`src/rtl/bmphv_pkg.sv`:
```
// ----------------------------------------------------------------------------
// bmphv_pkg
// Types and constants shared by the bmp header validator modules.
// ----------------------------------------------------------------------------
package bmphv_pkg;

    localparam int          HDR_BYTES   = 54;
    localparam int          CNT_W       = 6;
    localparam int          DIM_W       = 31;

    localparam logic [7:0]  MAGIC_B     = 8'h42;
    localparam logic [7:0]  MAGIC_M     = 8'h4D;
    localparam logic [31:0] MIN_SIZE    = 32'd54;
    localparam logic [31:0] MAX_COMP    = 32'd5;
    localparam logic [15:0] PLANES_ONE  = 16'd1;
    localparam logic [DIM_W-1:0] MAX_DIM_RESET = 31'd100000;

    // register index of max_dimension, taken from paddr above the byte lanes
    localparam logic        REG_MAX_DIM = 1'b0;

    // byte positions of the header fields
    localparam logic [CNT_W-1:0] IDX_MAGIC_B = 6'd0;
    localparam logic [CNT_W-1:0] IDX_MAGIC_M = 6'd1;
    localparam logic [CNT_W-1:0] IDX_SIZE    = 6'd2;
    localparam logic [CNT_W-1:0] IDX_RSVD    = 6'd6;
    localparam logic [CNT_W-1:0] IDX_OFFSET  = 6'd10;
    localparam logic [CNT_W-1:0] IDX_DIB     = 6'd14;
    localparam logic [CNT_W-1:0] IDX_WIDTH   = 6'd18;
    localparam logic [CNT_W-1:0] IDX_HEIGHT  = 6'd22;
    localparam logic [CNT_W-1:0] IDX_FORMAT  = 6'd26;
    localparam logic [CNT_W-1:0] IDX_FMT_END = 6'd33;
    localparam logic [CNT_W-1:0] IDX_LAST    = 6'(HDR_BYTES - 1);

    typedef struct packed {
        logic [31:0] size;
        logic [31:0] offset;
        logic [31:0] dib;
        logic [31:0] width;
        logic [31:0] height;
        logic [31:0] comp;
        logic [15:0] bpp;
        logic [15:0] planes;
    } t_hdr_fields;

endpackage

```
`src/rtl/bmphv_judge.sv`:
```
// ----------------------------------------------------------------------------
// bmphv_judge
// Verdict logic over the gathered header fields; all checks run in parallel.
// ----------------------------------------------------------------------------
module bmphv_judge (
    input  bmphv_pkg::t_hdr_fields          i_fields,
    input  logic                            i_early_fail,
    input  logic [bmphv_pkg::DIM_W-1:0]     i_max_dim,
    output logic                            o_ok
);

    logic [31:0] max_dim;
    logic [31:0] height_mag;
    logic        size_ok;
    logic        dib_ok;
    logic        bpp_ok;
    logic        width_ok;
    logic        height_ok;
    logic        fmt_ok;

    assign max_dim    = {1'b0, i_max_dim};
    assign height_mag = i_fields.height[31] ? (~i_fields.height + 32'd1) : i_fields.height;

    assign size_ok = (i_fields.size >= bmphv_pkg::MIN_SIZE)
                  && (i_fields.offset >= bmphv_pkg::MIN_SIZE)
                  && (i_fields.offset < i_fields.size)
                  && (i_fields.dib < i_fields.size);

    assign dib_ok = (i_fields.dib == 32'd12)  || (i_fields.dib == 32'd40)
                 || (i_fields.dib == 32'd52)  || (i_fields.dib == 32'd56)
                 || (i_fields.dib == 32'd64)  || (i_fields.dib == 32'd108)
                 || (i_fields.dib == 32'd124);

    assign bpp_ok = (i_fields.bpp == 16'd1)  || (i_fields.bpp == 16'd4)
                 || (i_fields.bpp == 16'd8)  || (i_fields.bpp == 16'd16)
                 || (i_fields.bpp == 16'd24) || (i_fields.bpp == 16'd32);

    assign fmt_ok = (i_fields.planes == bmphv_pkg::PLANES_ONE)
                 && (i_fields.comp <= bmphv_pkg::MAX_COMP);

    assign width_ok  = !i_fields.width[31] && (i_fields.width != 32'd0)
                    && (i_fields.width <= max_dim);
    assign height_ok = (i_fields.height != 32'd0) && (height_mag <= max_dim);

    assign o_ok = !i_early_fail && size_ok && dib_ok && bpp_ok && fmt_ok
               && width_ok && height_ok;

endmodule

```
`src/rtl/bmp_header_validator.sv`:
```
// ----------------------------------------------------------------------------
// bmp_header_validator
// Gathers the 54-byte bmp file header one byte per item and gives a verdict.
// ----------------------------------------------------------------------------
// Input channel: i_in_valid / o_in_ready carry one file byte per item with
// first and last marks. An item with i_first_byte starts a new header; items
// outside a header are dropped without a result.
// Output channel: o_out_valid / i_out_ready carry one verdict item with the
// declared file size (zero on a reject), given on header byte 53, or a reject
// when a byte marked last ends the header early.
// Throughput is one item per cycle while o_in_ready is high: each byte only
// updates the byte counter and the field registers, and the verdict checks
// run in parallel off them. Each result is registered before o_out_valid.
// A two-entry output stage (output register plus skid register) keeps the
// input open while a result waits; o_in_ready drops only when both hold one.
// Reset (synchronous, active low) leaves no header open, empties the output
// stage and sets max_dimension to 100000. max_dimension is written through
// the APB port at address 0.
// ----------------------------------------------------------------------------
module bmp_header_validator (
    input  logic        i_clk,
    input  logic        i_rst_n,

    input  logic        i_in_valid,
    output logic        o_in_ready,
    input  logic [7:0]  i_data_byte,
    input  logic        i_first_byte,
    input  logic        i_last_byte,

    output logic        o_out_valid,
    input  logic        i_out_ready,
    output logic        o_verdict,
    output logic [31:0] o_decl_size,

    input  logic        psel,
    input  logic        penable,
    input  logic        pwrite,
    input  logic [2:0]  paddr,
    input  logic [31:0] pwdata,
    output logic [31:0] prdata,
    output logic        pready
);

    logic [bmphv_pkg::DIM_W-1:0] r_max_dim;

    logic                        r_active;
    logic                        n_active;
    logic [bmphv_pkg::CNT_W-1:0] r_count;
    logic [bmphv_pkg::CNT_W-1:0] n_count;
    logic                        r_early_fail;
    logic                        n_early_fail;
    bmphv_pkg::t_hdr_fields      r_hdr;
    bmphv_pkg::t_hdr_fields      n_hdr;

    logic        r_out_valid;
    logic        r_out_verdict;
    logic [31:0] r_out_size;
    logic        r_skid_valid;
    logic        r_skid_verdict;
    logic [31:0] r_skid_size;

    logic                        in_acc;
    logic                        drain;
    logic                        cfg_wr;
    logic                        work;
    logic [bmphv_pkg::CNT_W-1:0] idx;
    logic [bmphv_pkg::CNT_W-1:0] off;
    logic                        judge_ok;
    logic                        res_valid;
    logic                        res_verdict;
    logic [31:0]                 res_size;

    assign in_acc = i_in_valid && o_in_ready;
    assign drain  = r_out_valid && i_out_ready;
    assign cfg_wr = psel && penable && pwrite && pready;

    // config port
    assign pready = 1'b1;
    assign prdata = (paddr[2] == bmphv_pkg::REG_MAX_DIM) ? {1'b0, r_max_dim} : 32'd0;

    always_ff @(posedge i_clk) begin
        if (!i_rst_n) begin
            r_max_dim <= bmphv_pkg::MAX_DIM_RESET;
        end else if (cfg_wr && (paddr[2] == bmphv_pkg::REG_MAX_DIM)) begin
            r_max_dim <= pwdata[bmphv_pkg::DIM_W-1:0];
        end
    end

    // byte gathering
    assign work = in_acc && (i_first_byte || r_active);
    assign idx  = i_first_byte ? '0 : r_count;

    always_comb begin
        n_active     = r_active;
        n_count      = r_count;
        n_early_fail = r_early_fail;
        n_hdr        = r_hdr;
        off          = '0;
        if (work) begin
            if (i_first_byte) begin
                n_early_fail = 1'b0;
                n_hdr        = '0;
            end
            n_active = 1'b1;
            n_count  = idx + 6'd1;
            if (idx == bmphv_pkg::IDX_MAGIC_B) begin
                if (i_data_byte != bmphv_pkg::MAGIC_B) n_early_fail = 1'b1;
            end else if (idx == bmphv_pkg::IDX_MAGIC_M) begin
                if (i_data_byte != bmphv_pkg::MAGIC_M) n_early_fail = 1'b1;
            end else if (idx < bmphv_pkg::IDX_RSVD) begin
                off = idx - bmphv_pkg::IDX_SIZE;
                n_hdr.size[8*off[1:0] +: 8] = i_data_byte;
            end else if (idx < bmphv_pkg::IDX_OFFSET) begin
                if (i_data_byte != 8'd0) n_early_fail = 1'b1;
            end else if (idx < bmphv_pkg::IDX_DIB) begin
                off = idx - bmphv_pkg::IDX_OFFSET;
                n_hdr.offset[8*off[1:0] +: 8] = i_data_byte;
            end else if (idx < bmphv_pkg::IDX_WIDTH) begin
                off = idx - bmphv_pkg::IDX_DIB;
                n_hdr.dib[8*off[1:0] +: 8] = i_data_byte;
            end else if (idx < bmphv_pkg::IDX_HEIGHT) begin
                off = idx - bmphv_pkg::IDX_WIDTH;
                n_hdr.width[8*off[1:0] +: 8] = i_data_byte;
            end else if (idx < bmphv_pkg::IDX_FORMAT) begin
                off = idx - bmphv_pkg::IDX_HEIGHT;
                n_hdr.height[8*off[1:0] +: 8] = i_data_byte;
            end else if (idx <= bmphv_pkg::IDX_FMT_END) begin
                // planes, bpp, then compression as one little-endian run
                off = idx - bmphv_pkg::IDX_FORMAT;
                case (off[2:0])
                    3'd0: n_hdr.planes[7:0]  = i_data_byte;
                    3'd1: n_hdr.planes[15:8] = i_data_byte;
                    3'd2: n_hdr.bpp[7:0]     = i_data_byte;
                    3'd3: n_hdr.bpp[15:8]    = i_data_byte;
                    3'd4: n_hdr.comp[7:0]    = i_data_byte;
                    3'd5: n_hdr.comp[15:8]   = i_data_byte;
                    3'd6: n_hdr.comp[23:16]  = i_data_byte;
                    3'd7: n_hdr.comp[31:24]  = i_data_byte;
                    default: n_hdr.planes    = r_hdr.planes;
                endcase
            end
            if ((idx == bmphv_pkg::IDX_LAST) || i_last_byte) begin
                n_active = 1'b0;
            end
        end
    end

    // header bytes past the format fields never touch the fields, so the
    // verdict on the final byte reads the stored values
    bmphv_judge u_judge (
        .i_fields     (r_hdr),
        .i_early_fail (r_early_fail),
        .i_max_dim    (r_max_dim),
        .o_ok         (judge_ok)
    );

    always_comb begin
        res_valid   = 1'b0;
        res_verdict = 1'b0;
        res_size    = 32'd0;
        if (work) begin
            if (idx == bmphv_pkg::IDX_LAST) begin
                res_valid   = 1'b1;
                res_verdict = judge_ok;
                res_size    = judge_ok ? r_hdr.size : 32'd0;
            end else if (i_last_byte) begin
                res_valid = 1'b1;
            end
        end
    end

    always_ff @(posedge i_clk) begin
        if (!i_rst_n) begin
            r_active     <= 1'b0;
            r_count      <= '0;
            r_early_fail <= 1'b0;
        end else begin
            r_active     <= n_active;
            r_count      <= n_count;
            r_early_fail <= n_early_fail;
        end
    end

    always_ff @(posedge i_clk) begin
        r_hdr <= n_hdr;
    end

    // output register with skid entry
    assign o_in_ready  = !r_skid_valid;
    assign o_out_valid = r_out_valid;
    assign o_verdict   = r_out_verdict;
    assign o_decl_size = r_out_size;

    always_ff @(posedge i_clk) begin
        if (!i_rst_n) begin
            r_out_valid  <= 1'b0;
            r_skid_valid <= 1'b0;
        end else if (r_skid_valid) begin
            if (drain) begin
                r_out_valid  <= 1'b1;
                r_skid_valid <= 1'b0;
            end
        end else if (!r_out_valid || drain) begin
            r_out_valid <= res_valid;
        end else if (res_valid) begin
            r_skid_valid <= 1'b1;
        end
    end

    always_ff @(posedge i_clk) begin
        if (r_skid_valid) begin
            if (drain) begin
                r_out_verdict <= r_skid_verdict;
                r_out_size    <= r_skid_size;
            end
        end else if (!r_out_valid || drain) begin
            r_out_verdict <= res_verdict;
            r_out_size    <= res_size;
        end else if (res_valid) begin
            r_skid_verdict <= res_verdict;
            r_skid_size    <= res_size;
        end
    end

    // checks
    a_skid_behind_out: assert property (@(posedge i_clk) disable iff (!i_rst_n)
        r_skid_valid |-> r_out_valid)
        else $error("skid entry held while output register empty");

    a_count_in_header: assert property (@(posedge i_clk) disable iff (!i_rst_n)
        r_active |-> (r_count <= bmphv_pkg::IDX_LAST))
        else $error("byte counter ran past the header");

    a_result_closes: assert property (@(posedge i_clk) disable iff (!i_rst_n)
        res_valid |=> !r_active)
        else $error("header still open after its result");

    a_reject_no_size: assert property (@(posedge i_clk) disable iff (!i_rst_n)
        (r_out_valid && !r_out_verdict) |-> (r_out_size == 32'd0))
        else $error("reject item carries a file size");

endmodule

```
`config.mk`:
```
export PLATFORM = sky130hd
export DESIGN_NAME = bmp_header_validator
export DESIGN_NICKNAME = d
export VERILOG_FILES = /design/src/rtl/bmphv_pkg.sv /design/src/rtl/bmphv_judge.sv /design/src/rtl/bmp_header_validator.sv
export SDC_FILE = /design/constraint.sdc
export NUM_CORES = 1
export LEC_CHECK = 0
export BUFFER_PORTS_ARGS = -buffer_cell sky130_fd_sc_hd__buf_2
export CORE_MARGIN = 2
export CORE_UTILIZATION = 33
export CTS_CLUSTER_DIAMETER = 60
export DETAILED_ROUTE_END_ITERATION = 8
export PLACE_DENSITY = 0.51
export SLEW_MARGIN = 20
export SYNTH_ARGS = -nofsm -noshare
export SYNTH_HDL_FRONTEND = slang
export SYNTH_SLANG_ARGS = --single-unit
export TNS_END_PERCENT = 30
```
`constraint.sdc`:
```
create_clock -name i_clk -period 25.8 [get_ports i_clk]
set_clock_uncertainty 0.05 [all_clocks]
set_input_delay 5.16 -clock i_clk [delete_from_list [all_inputs] [get_ports i_clk]]
set_output_delay 5.16 -clock i_clk [all_outputs]
set_load 0.03 [all_outputs]
```
Word level (Yosys, flattened, before mapping) --
Index checks and enable logic that the tools add are counted.
Word-level totals: bits of input ports 52, bits in registers 331, logic and storage cells 192, output and inout port bits 68
Cells by class: add/subtract/negate cells 13, bitwise operators 4, reductions and logical operators 45, shift-type cells 10, multiplexer cells 62, order comparisons 14, equality and inequality tests 26
Operators by type and width (count):
- two-way mux 224 bit | 4
- two-way mux 192 bit | 2
- two-way mux 32 bit | 12
- negator 5 -> 34 bit | 5
- variable shift 8 x 34 -> 32 bit (first input constant) | 5
- variable part select 8 x 34 -> 32 bit | 5
- bitwise mux 32 bit | 5
- two-way mux 160 bit | 1
- two-way mux 128 bit | 1
- two-way mux 64 bit | 2
- == test 32 x 6 -> 1 bit (second input constant) | 3
- == test 32 x 7 -> 1 bit (second input constant) | 3
- two-way mux 96 bit | 1
- >= comparator 32 x 6 -> 1 bit (second input constant) | 2
- less-or-equal comparator 32 x 31 -> 1 bit | 2
- less-than comparator 32 bit | 2
- two-way mux 8 bit | 8
- nonzero test 32 bit | 2
- adder 32 x 1 -> 32 bit (second input constant) | 1
- == test 16 x 1 -> 1 bit (second input constant) | 2
- == test 16 x 5 -> 1 bit (second input constant) | 2
- == test 32 x 4 -> 1 bit (second input constant) | 1
- less-or-equal comparator 32 x 3 -> 1 bit (second input constant) | 1
- inverter 32 bit | 1
- 30 further kinds | 101

Longest topological paths before layout --
Gate-level depths: netlist of run 1.
word-level depth 17, mapped depth 16, gate-level depth less buffers 15

Cells and area by module --
Synthesis of run 1 repeated with hierarchy kept, for this count alone.
Unflattened totals: cell total of the unflattened synthesis 1710, area, all modules 19074.5 sq um
Modules (own cells, without submodules):
- bmp_header_validator | cells each 1162, times used 1, sequential area each 9529.1 sq um, area each 15069.5 sq um
- bmphv_judge | cells each 548, times used 1, sequential area each 0.0 sq um, area each 4005.1 sq um

Worst setup path before layout of run 1 --
No wires, ideal clock.
path type input port to flip-flop, start input i_first_byte, end register r_early_fail, path buffers 2, setup time 0.095 ns, cell stages on the path 5, data arrival time 13.167 ns, slack 12.487 ns, required time 25.655 ns, cells stage by stage clkbuf_1 o21a_1 clkbuf_1 o311ai_0 a21oi_1
On the way: elaborated cells between the ends (all ways) 15, those cells by class order compare: 2; eq/ne: 1; mux: 9; reduce/logical: 3
RTL lines:
- start, declared | line bmp_header_validator.sv:27 | input logic i_first_byte,
- logical OR 1 bit | line bmp_header_validator.sv:90 | assign work = in_acc && (i_first_byte || r_active);
- logical AND 1 bit | line bmp_header_validator.sv:90
- via work | line bmp_header_validator.sv:65 | logic work;
- end signal, assigned | line bmp_header_validator.sv:180 | r_early_fail <= n_early_fail;
- end, declared | line bmp_header_validator.sv:50 | logic r_early_fail;
The timed path passes the listed nets, and every way through them passes these cells. A chain may end at the register's enable or synchronous reset.

Worst setup path in the final report of run 1 --
start input paddr[2], end output prdata[21]
On the way: cells in the longest elaborated chain, start to end 1
RTL lines:
- start, declared | line bmp_header_validator.sv:38 | input logic [2:0] paddr,
- two-way mux 31 bit | line bmp_header_validator.sv:79 | assign prdata = (paddr[2] == bmphv_pkg::REG_MAX_DIM) ? {1'b0, r_max_dim} : 32'd0;
- end, declared | line bmp_header_validator.sv:40 | output logic [31:0] prdata,
No other way between the ends.

==> run metrics, run 1 <==
clk slew on worst S/H paths 0.05 ns; I/O pin count 120; CP Buf/Inv Count 2; number of H-tree levels 2; fill cell count 5676; Worst Setup End Kind primary output; Rel. slew slack 27.4%; synthesized area per cell approximately 10 sq um; nets between 2000 and 2500; Yosys warnings 0; final setup TNS 0 ns; Crit Path Class primary input to primary output; Skew-Pair Late Insertion Delay 0.57 ns; final setup fails 0; first-pass GRT wire length around 90000 microns; critical path's slowest cell buf_2; DP Wirelength between 30000 and 40000 microns; Total Routed Length between 50000 and 60000 microns; fraction of layout cells with a size suffix above 1 13.7%; Initial Utilization 33.3%; DIE AREA about 60000 sq um; Synth cell types 71; post-DR wirelength/cell 20.8 microns; post-cts repair resize count 0; Core Rows 88; fin crit period roughly 11 ns; number of global-route vias before repair approximately 14000; Synth area leaders edfxtp_1 45%, ha_1 8.5%, dfxtp_1 4.3%, o21ai_0 3.9%, nand2_1 3.9%; Fmax 90.2 MHz; most used cell, CP buf_2; DR vias ~15000; status complete, no violations; Post-Syn Nets 2033; routed vias/inst roughly 5.6; die width between 200 and 250 microns; Core Area around 58000 sq um; post-route ant nets 0; clk buf depth 3; CTS tree built; maximum vdd drop slightly above 0.04 mV; largest net degree at the start of global routing between 150 and 200; CP delay by family, top buffers and inverters; first-pass iteration count of the detailed router 7; root buf cell clkbuf_16; gr usage total a little under a fifth; CTS hold repair buffers 0; Synth top area share between 40 and 50%; CP Max Fanout 33; Fin Hold WS about 0.4 ns; fin crit share a little over two fifths; fraction of registers with async set/reset 0%; Synth Register Bits between 300 and 400; Yosys top cell by area edfxtp_1; setup bufs post-CTS 0; Syn Inst Count 1851; final RePlAce weighted congestion between 0.8 and 0.9; synthesis-to-layout area growth 14.2%; Max Cap Violations 0; TritonCTS sink count 330; Post-synth EDFFs roughly 290; Residual DRC 0; Hold Fails Final Rpt 0; initial antenna violation count 0; mapped cell area approximately 19000 sq um; Post-synth top flop edfxtp_1; Pwr Density ~63 nW/um^2; Seq/Total Area, Yosys between 40% and 50%; Final Util around two fifths; CTS buffer count 42; Starting DRT DRC Count between 1000 and 1500; Final Max Slew Viols 0; Hold Crit Class register to register; total gr overflow 0; crit-path cells buf_2 > nor2_1 > buf_2; CP arrival a little under 6 ns; type of origin of the critical path primary input; # port buffers between 100 and 150; die height about 250 microns; RSZ-0062 raised after global routing false; slowest stage delay, CP ~0.42 ns; Static Leakage around 8 nW; worst slew pin tran ~1.1 ns; CP Data Required Time roughly 21 ns
## cells in the mapped netlist (10+ instances only)
cell	n
o211ai_1	10
ha_1	130
o31ai_1	16
a32o_1	40
clkbuf_1	90
nor3_1	51
a21oi_1	86
nor2_1	64
a21o_1	15
o21ai_0	151
nor4_1	65
xnor2_1	31
inv_1	75
dfxtp_1	41
o21ai_1	30
mux2_2	51
nand3_1	63
nand4_1	39
nor2b_1	59
edfxtp_1	289
nand2_1	198
nand2b_1	23
mux2i_1	14
nand3b_1	93
## final cells by class
cell class	count	area, sq um	area share [%]
clock inverter	22	238	1.09
tap	765	957	4.37
sequential	330	9500	43.4
multi-input combinational	1336	9000	41.1
inverter	77	289	1.32
clock buffer	54	1160	5.29
timing repair buffer	133	752	3.43
antenna	1	2.50	0.0114
## kinds of logic (layout without fill, tap and decap cells)
family / Yosys count / count (layout) / share of synthesized area, %
and+or+nand+nor: 706 / 706 / 19.9
AOI/OAI and AO/OA: 399 / 399 / 13.0
DFF: 330 / 330 / 49.5
buffers and inverters: 185 / 286 / 3.74
adders and majority gates: 130 / 130 / 8.48
muxes: 65 / 65 / 3.73
xor gates and xnor gates: 34 / 34 / 1.55
other: 2 / 3 / 0.0392
## worst paths after layout
path                 startpoint        endpoint  slack (ns)  cells past startpoint
setup / recovery       paddr[2]      prdata[21]       14.71                      3
hold / removal    r_max_dim[30]   r_max_dim[30]        0.40                      2
setup reg to reg      r_hdr[67]  o_decl_size[0]       19.98                     16
hold reg to reg   r_max_dim[30]   r_max_dim[30]        0.40                      2
## metal layers
metal	vias to the layer above	track usage (%)	share of wire, %
li1	7154	-	-
met1	7472	25.8	46
met2	383	30.3	47
met3	89	2.54	5.2
met4	0	5.72	2.4
met5	-	0	0
## tightest hold or removal path, cell delays in order (launching register included)
cell,delay (ns)
dfxtp_1,0.30
nand2_1,0.05
a21oi_1,0.05
## sequential cells by signal, summed over array words and instances, names as in the netlist
name	cells
o_decl_size	32
r_max_dim	31
r_active	1
r_skid_valid	1
r_early_fail	1
o_out_valid	1
r_hdr	223
r_count	6
o_verdict	1
r_skid_size	32
r_skid_verdict	1
## per-stage QoR
step | std cells | setup slack [ns] | instance area (sq um) | power, mW
after global placement | 2639 | 14.75 | 20500 | 0.780
after CTS | 2715 | 14.71 | 21900 | 1.39
after global routing | 2717 | 14.62 | 21900 | 1.43
final | 2718 | 14.71 | 21900 | 1.37
after floorplan | 1851 | 12.49 | 19200 | 0.739
after detailed placement | 2639 | 14.72 | 20500 | 0.785
## layout by cell type (no fill, tap or decap), types with 59 or more instances in the layout
| master | synthesis | layout |
|---|---|---|
| edfxtp_1 | 289 | 289 |
| nand2_1 | 198 | 198 |
| o21ai_0 | 151 | 150 |
| ha_1 | 130 | 130 |
| buf_2 | 9 | 113 |
| nand3b_1 | 93 | 93 |
| a21oi_1 | 86 | 86 |
| inv_1 | 75 | 75 |
| nor4_1 | 65 | 65 |
| nor2_1 | 64 | 64 |
| nand3_1 | 63 | 63 |
| nor2b_1 | 59 | 59 |
## power by group
group	switching (mW)	internal, mW
sequential	0.0243	0.610
combinational	0.0887	0.0519
clock	0.240	0.359
total	0.353	1.02
Power figures use the tool's default switching activity.
==> run 2, diff against run 1 <==
==> constraint.sdc (replaced) <==
create_clock -name i_clk -period 11.2 [get_ports i_clk]
set_clock_uncertainty 0.05 [all_clocks]
set_input_delay 2.24 -clock i_clk [delete_from_list [all_inputs] [get_ports i_clk]]
set_output_delay 2.24 -clock i_clk [all_outputs]
set_load 0.03 [all_outputs]
==> run 2 against run 1 <==
Sequential share of layout area grew 0.12 points. Clock power grew 130%. Sequential power grew 130%. Non-clock buffer count shrank 1. Critical path depth grew 8. Routed wire length grew 0.29%. Critical path type is now primary input to register. Largest power group unchanged. Highest routed layer unchanged.
==> run metrics, run 2 (same netlist as run 1, synthesis figures left out) <==
status complete, no violations; Crit Path Class primary input to register; maximum vdd drop about 0.087 mV; Pwr Density 143 nW/um^2; Core Area ~58000 sq um; Residual DRC 0; Skew-Pair Late Insertion Delay 0.58 ns; Rel. slew slack between 20% and 30%; CTS hold repair buffers 0; number of global-route vias before repair roughly 15000; RSZ-0062 raised after global routing false; Hold Fails Final Rpt 0; CP Launch Point i_first_byte; Total Routed Length between 50000 and 60000 microns; DP Wirelength between 30000 and 40000 microns; CTS tree built; depth of the worst register-to-register path 16; CP arrival about 6.7 ns; post-DR wirelength/cell 20.9 microns; die width 245 microns; Core Rows slightly below 90; total gr overflow 0; hold path startpoint r_max_dim[8]; commonest cells after routing, fill and taps aside 289 x edfxtp_1, 198 x nand2_1, 150 x o21ai_0, 130 x ha_1, 113 x buf_2; final setup fails 0; fraction of layout cells with a size suffix above 1 a little over an eighth; CTS buffer count 43; DIE AREA around 60000 sq um; first-pass iteration count of the detailed router 5; TritonCTS sink count 330; Max Cap Violations 0; die height 245 microns; Starting DRT DRC Count between 1000 and 1500; number of H-tree levels 2; Hold Crit Class register to register; CP Max Fanout 97; clk buf depth 3; setup bufs post-CTS 0; nets 2102; clk slew on worst S/H paths 0.06 ns; post-cts repair resize count 0; fin crit share between 50% and 60%; # port buffers 114; type of origin of the critical path primary input; gr usage total a little under a fifth; Initial Utilization between 30% and 40%; CP Data Required Time around 12 ns; Final Max Slew Viols 0; Static Leakage approximately 8 nW; initial antenna violation count 0; Hold Crit Depth 2; routed vias/inst around 5.5; largest net degree at the start of global routing 176; DR vias between 15000 and 20000; first-pass GRT wire length between 80000 and 90000 microns; leading cell type in the layout, fill and taps excluded edfxtp_1; Ant. Diodes 0; post-route ant nets 0; fin crit period approximately 6.3 ns; final RePlAce weighted congestion ~0.85; Worst R2R Start r_hdr[67]; synthesis-to-layout area growth 13.8%; final setup TNS 0 ns; worst slew pin tran around 1.1 ns; Worst Setup End Kind register; total power draw about 3.1 mW; root buf cell clkbuf_16; Reg with most FFs r_hdr; I/O pin count 120; Fmax between 150 and 200 MHz; max FFs per register between 200 and 250
[run 2: layout make-up]
cell class                 count  area, sq um
multi-input combinational   1336         9000
timing repair buffer         132          724
tap                          765          957
clock inverter                25          203
clock buffer                  55         1160
inverter                      77          289
fill                        5669        35800
sequential                   330         9500
[run 2: final timing paths]
| check | slack (ns) | to |
|---|---|---|
| worst max-delay path | 4.88 | r_skid_size[16] |
| worst min-delay path | 0.40 | r_max_dim[8] |
| worst max register to register | 5.42 | o_decl_size[0] |
| worst min register to register | 0.40 | r_max_dim[8] |
[run 2: critical path: stages]
cell	delay, ns
buf_4	0.35
nor2b_1	0.49
ha_1	0.58
nand4_1	0.15
nor3_1	0.49
nand4_1	0.22
or4_1	0.66
nor4b_1	0.66
nand4_1	0.17
buf_4	0.27
nor3_1	0.26
[run 2: where the power goes]
group	switching, mW	internal, mW	total [mW]
Sequential	0.0553	1.40	1.46
Clock	0.564	0.785	1.35
Combinational	0.204	0.118	0.322
[run 2: through the flow]
step,worst slack [ns],cell area [sq um],std cells,utilization [%],hold slack [ns]
detailed placement,4.43,20500,2639,35.5,0.398
CTS,5.02,21800,2719,37.9,0.406
finish,4.88,21800,2720,37.9,0.402
global route,4.59,21800,2720,37.9,0.422
floorplan,0.807,19200,1851,-,0.386
global placement,4.59,20500,2639,35.5,0.394
[run 2: layer usage]
metal	routed length (microns)	vias to the layer above	GRT usage, %
li1	-	7149	-
met1	25200	7337	25.4
met2	26400	443	30.2
met3	3490	99	3.13
met4	1750	0	6.85
met5	0	-	0
==> run 3, diff against run 2 <==
--- a/config.mk
+++ b/config.mk
@@ -5,6 +5,7 @@
 export SDC_FILE = /design/constraint.sdc
 export NUM_CORES = 1
 export LEC_CHECK = 0
+export ABC_AREA = 1
 export BUFFER_PORTS_ARGS = -buffer_cell sky130_fd_sc_hd__buf_2
 export CORE_MARGIN = 2
 export CORE_UTILIZATION = 33
==> constraint.sdc (replaced) <==
create_clock -name i_clk -period 5.91 [get_ports i_clk]
set_clock_uncertainty 0.05 [all_clocks]
set_input_delay 1.182 -clock i_clk [delete_from_list [all_inputs] [get_ports i_clk]]
set_output_delay 1.182 -clock i_clk [all_outputs]
set_load 0.03 [all_outputs]
==> run 3 against run 2 <==
Non-clock buffer count fell by 1. Clock-buffer cell count fell by 4. Final cell count increased by 15%. First-iteration DRC count shrank 11%. Register-to-register slack worse by 4.0 ns. Largest cell class unchanged. Largest power group is now the clock network. Highest routed layer unchanged.
==> run metrics, run 3 <==
clk slew on worst S/H paths about 0.060 ns; DP Wirelength around 43000 microns; max FFs per register roughly 220; Seq/Total Area, Yosys 48.5%; die width between 200 and 250 microns; CP arrival just under 5 ns; Core Area between 50000 and 60000 sq um; placed cells slightly above 3000; final setup fails 0; CTS buffer count 43; most frequent cell after synthesis nand2_1; gr usage total between 10% and 20%; I/O pin count 120; DR vias 16200; fin crit period roughly 4.5 ns; Final Max Slew Viols 0; WHS Endpoint r_count[5]; Syn Inst Count between 2000 and 2500; Crit Path Class register to register; synthesized area per cell 8.74 sq um; root buf cell clkbuf_16; Synth area leaders edfxtp_1 44%, ha_1 8.3%, nand2_1 7.3%, nor2_1 6.5%, dfxtp_1 4.2%; Starting DRT DRC Count ~1200; Rel. slew slack 30.7%; post-route ant nets 0; CP Data Required Time roughly 6.3 ns; total gr overflow 0; post-cts repair resize count 0; RSZ-0062 raised after global routing false; Worst R2R Start r_hdr[65]; Post-synth EDFFs 289; Initial Utilization roughly a third; Skew-Pair Late Insertion Delay roughly 0.6 ns; post-DR wirelength/cell between 15 and 20 microns; CP Buf/Inv Count 1; fraction of registers with async set/reset 0%; first-pass GRT wire length 90900 microns; setup bufs post-CTS 0; depth of the worst register-to-register path 16; first-pass iteration count of the detailed router 5; clk buf depth 3; nets about 2500; Total Routed Length between 50000 and 60000 microns; Hold Fails Final Rpt 0; worst slew pin tran a little over 1 ns; Post-synth top flop edfxtp_1; crit-path cells inv_1 > ha_1 > nand2_1 > nor2_1 > nand4_1 > o21ai_0 > nand2_1 > xor2_1 > ha_1 > and3_1 > nand4_1 > nor2_1 > nand4_1 > nand2_4 > nand3_4 > nor2_1; number of global-route vias before repair ~15000; number of H-tree levels 2; Ant. Diodes 0; Hold Crit Depth 2; Yosys warnings 0; Crit Reg-Reg Endpoint r_skid_size[2]; critical path's slowest cell nand3_4; top post-synthesis cells by count 383 x nand2_1, 337 x nor2_1, 289 x edfxtp_1; Synth top area share between 40% and 50%; # port buffers about 110; CP Max Fanout 34; initial antenna violation count 0; Static Leakage 9.13 nW; CTS tree built; commonest cells after routing, fill and taps aside 383 x nand2_1, 337 x nor2_1, 289 x edfxtp_1, 207 x inv_1, 157 x nand3_1; hold path startpoint r_count[5]; Reg with most FFs r_hdr; Worst Setup End Kind register; Residual DRC 0; DIE AREA a little over 60000 sq um; maximum vdd drop roughly 0.18 mV; fraction of layout cells with a size suffix above 1 11.8%; CP delay by family, top simple AND/OR/NAND/NOR gates; mapped cell area slightly below 20000 sq um; Multi-input gate area roughly 8800 sq um; Hold Crit Class register to register; status complete, no violations; FF-to-FF setup slack between 1 and 1.5 ns; fin cells between 3000 and 4000; Synth Register Bits 330; Fmax 221 MHz; sequential cell area 9500 sq um; Max Cap Violations 0; TritonCTS sink count 330; Core Rows 89; Synth cell types between 50 and 60; die height 248 microns; leading cell type in the layout, fill and taps excluded nand2_1; Yosys top cell by area edfxtp_1; fin crit share between 70% and 80%; final RePlAce weighted congestion 0.910; Post-Syn Nets approximately 2400; Post-Place Setup Slack between 1 and 1.5 ns; routed vias/inst a little over 5; slowest stage delay, CP about 0.57 ns; synthesis-to-layout area growth 14.3%; fill cell count approximately 6000; final worst slack ~1.4 ns; CTS hold repair buffers 0; largest net degree at the start of global routing 89; Final Util between 30% and 40%; type of origin of the critical path register; Pwr Density approximately 280 nW/um^2
==> run 3: tightest hold or removal path, cell delays in order, from the launching register on <==
cell,delay (ns)
dfxtp_1,0.32
nand2_1,0.08
a21oi_1,0.06
==> run 3: power breakdown <==
part           leakage [nW]  total (mW)  switching [mW]  internal (mW)
registers              3.28        2.74          0.0795           2.66
logic                  5.11       0.687           0.473          0.214
clock network         0.737        2.78            1.10           1.68
total                  9.13        6.20            1.65           4.55
==> run 3: layer usage <==
| metal | routed length [microns] | global-route usage (%) | vias to the layer above |
|---|---|---|---|
| met4 | 1910 | 6.29 | 0 |
| met5 | 0 | 0 | - |
| met2 | 28800 | 32.6 | 373 |
| met3 | 2940 | 3.62 | 98 |
| li1 | - | - | 7927 |
| met1 | 25700 | 24.7 | 7809 |
==> run 3: layout make-up <==
type,count,share of cell area (%)
Clock buffer,51,5.16
Clock inverter,29,1.58
Inverter,219,3.70
Multi-Input combinational cell,1600,39.5
Sequential cell,330,42.5
Tap cell,773,4.32
Timing Repair Buffer,131,3.30
==> run 3: logic make-up after synthesis <==
group	synth area share (%)
other	0.0384
buffers and inverters	6.47
DFF	48.5
AOI/OAI and AO/OA	12.3
muxes	0.921
and+or+nand+nor	22.1
adders and majority gates	8.31
xor gates and xnor gates	1.30
==> run 3: worst max-delay path by stage <==
stage	startpoint	endpoint	slack, ns	cells past startpoint
5_1_grt	r_hdr[64]	r_skid_size[1]	1.05	17
4_1_cts	r_hdr[65]	r_skid_size[2]	1.42	16
2_1_floorplan	i_first_byte	r_skid_size[0]	-0.81	5
3_3_place_gp	i_first_byte	o_decl_size[25]	1.36	17
6_report	r_hdr[65]	r_skid_size[2]	1.38	16
3_5_place_dp	i_first_byte	o_decl_size[25]	1.35	17
==> run 3: per-stage QoR <==
| stage | TNS, ns | power (mW) | area [sq um] | hold WS [ns] |
|---|---|---|---|---|
| after floorplan | -42.88 | 3.25 | 19600 | 0.416 |
| after global placement | 0 | 3.45 | 20800 | 0.436 |
| after detailed placement | 0 | 3.47 | 20800 | 0.440 |
| after CTS | 0 | 6.27 | 22300 | 0.449 |
| after global routing | 0 | 6.46 | 22400 | 0.476 |
| final | 0 | 6.20 | 22400 | 0.460 |
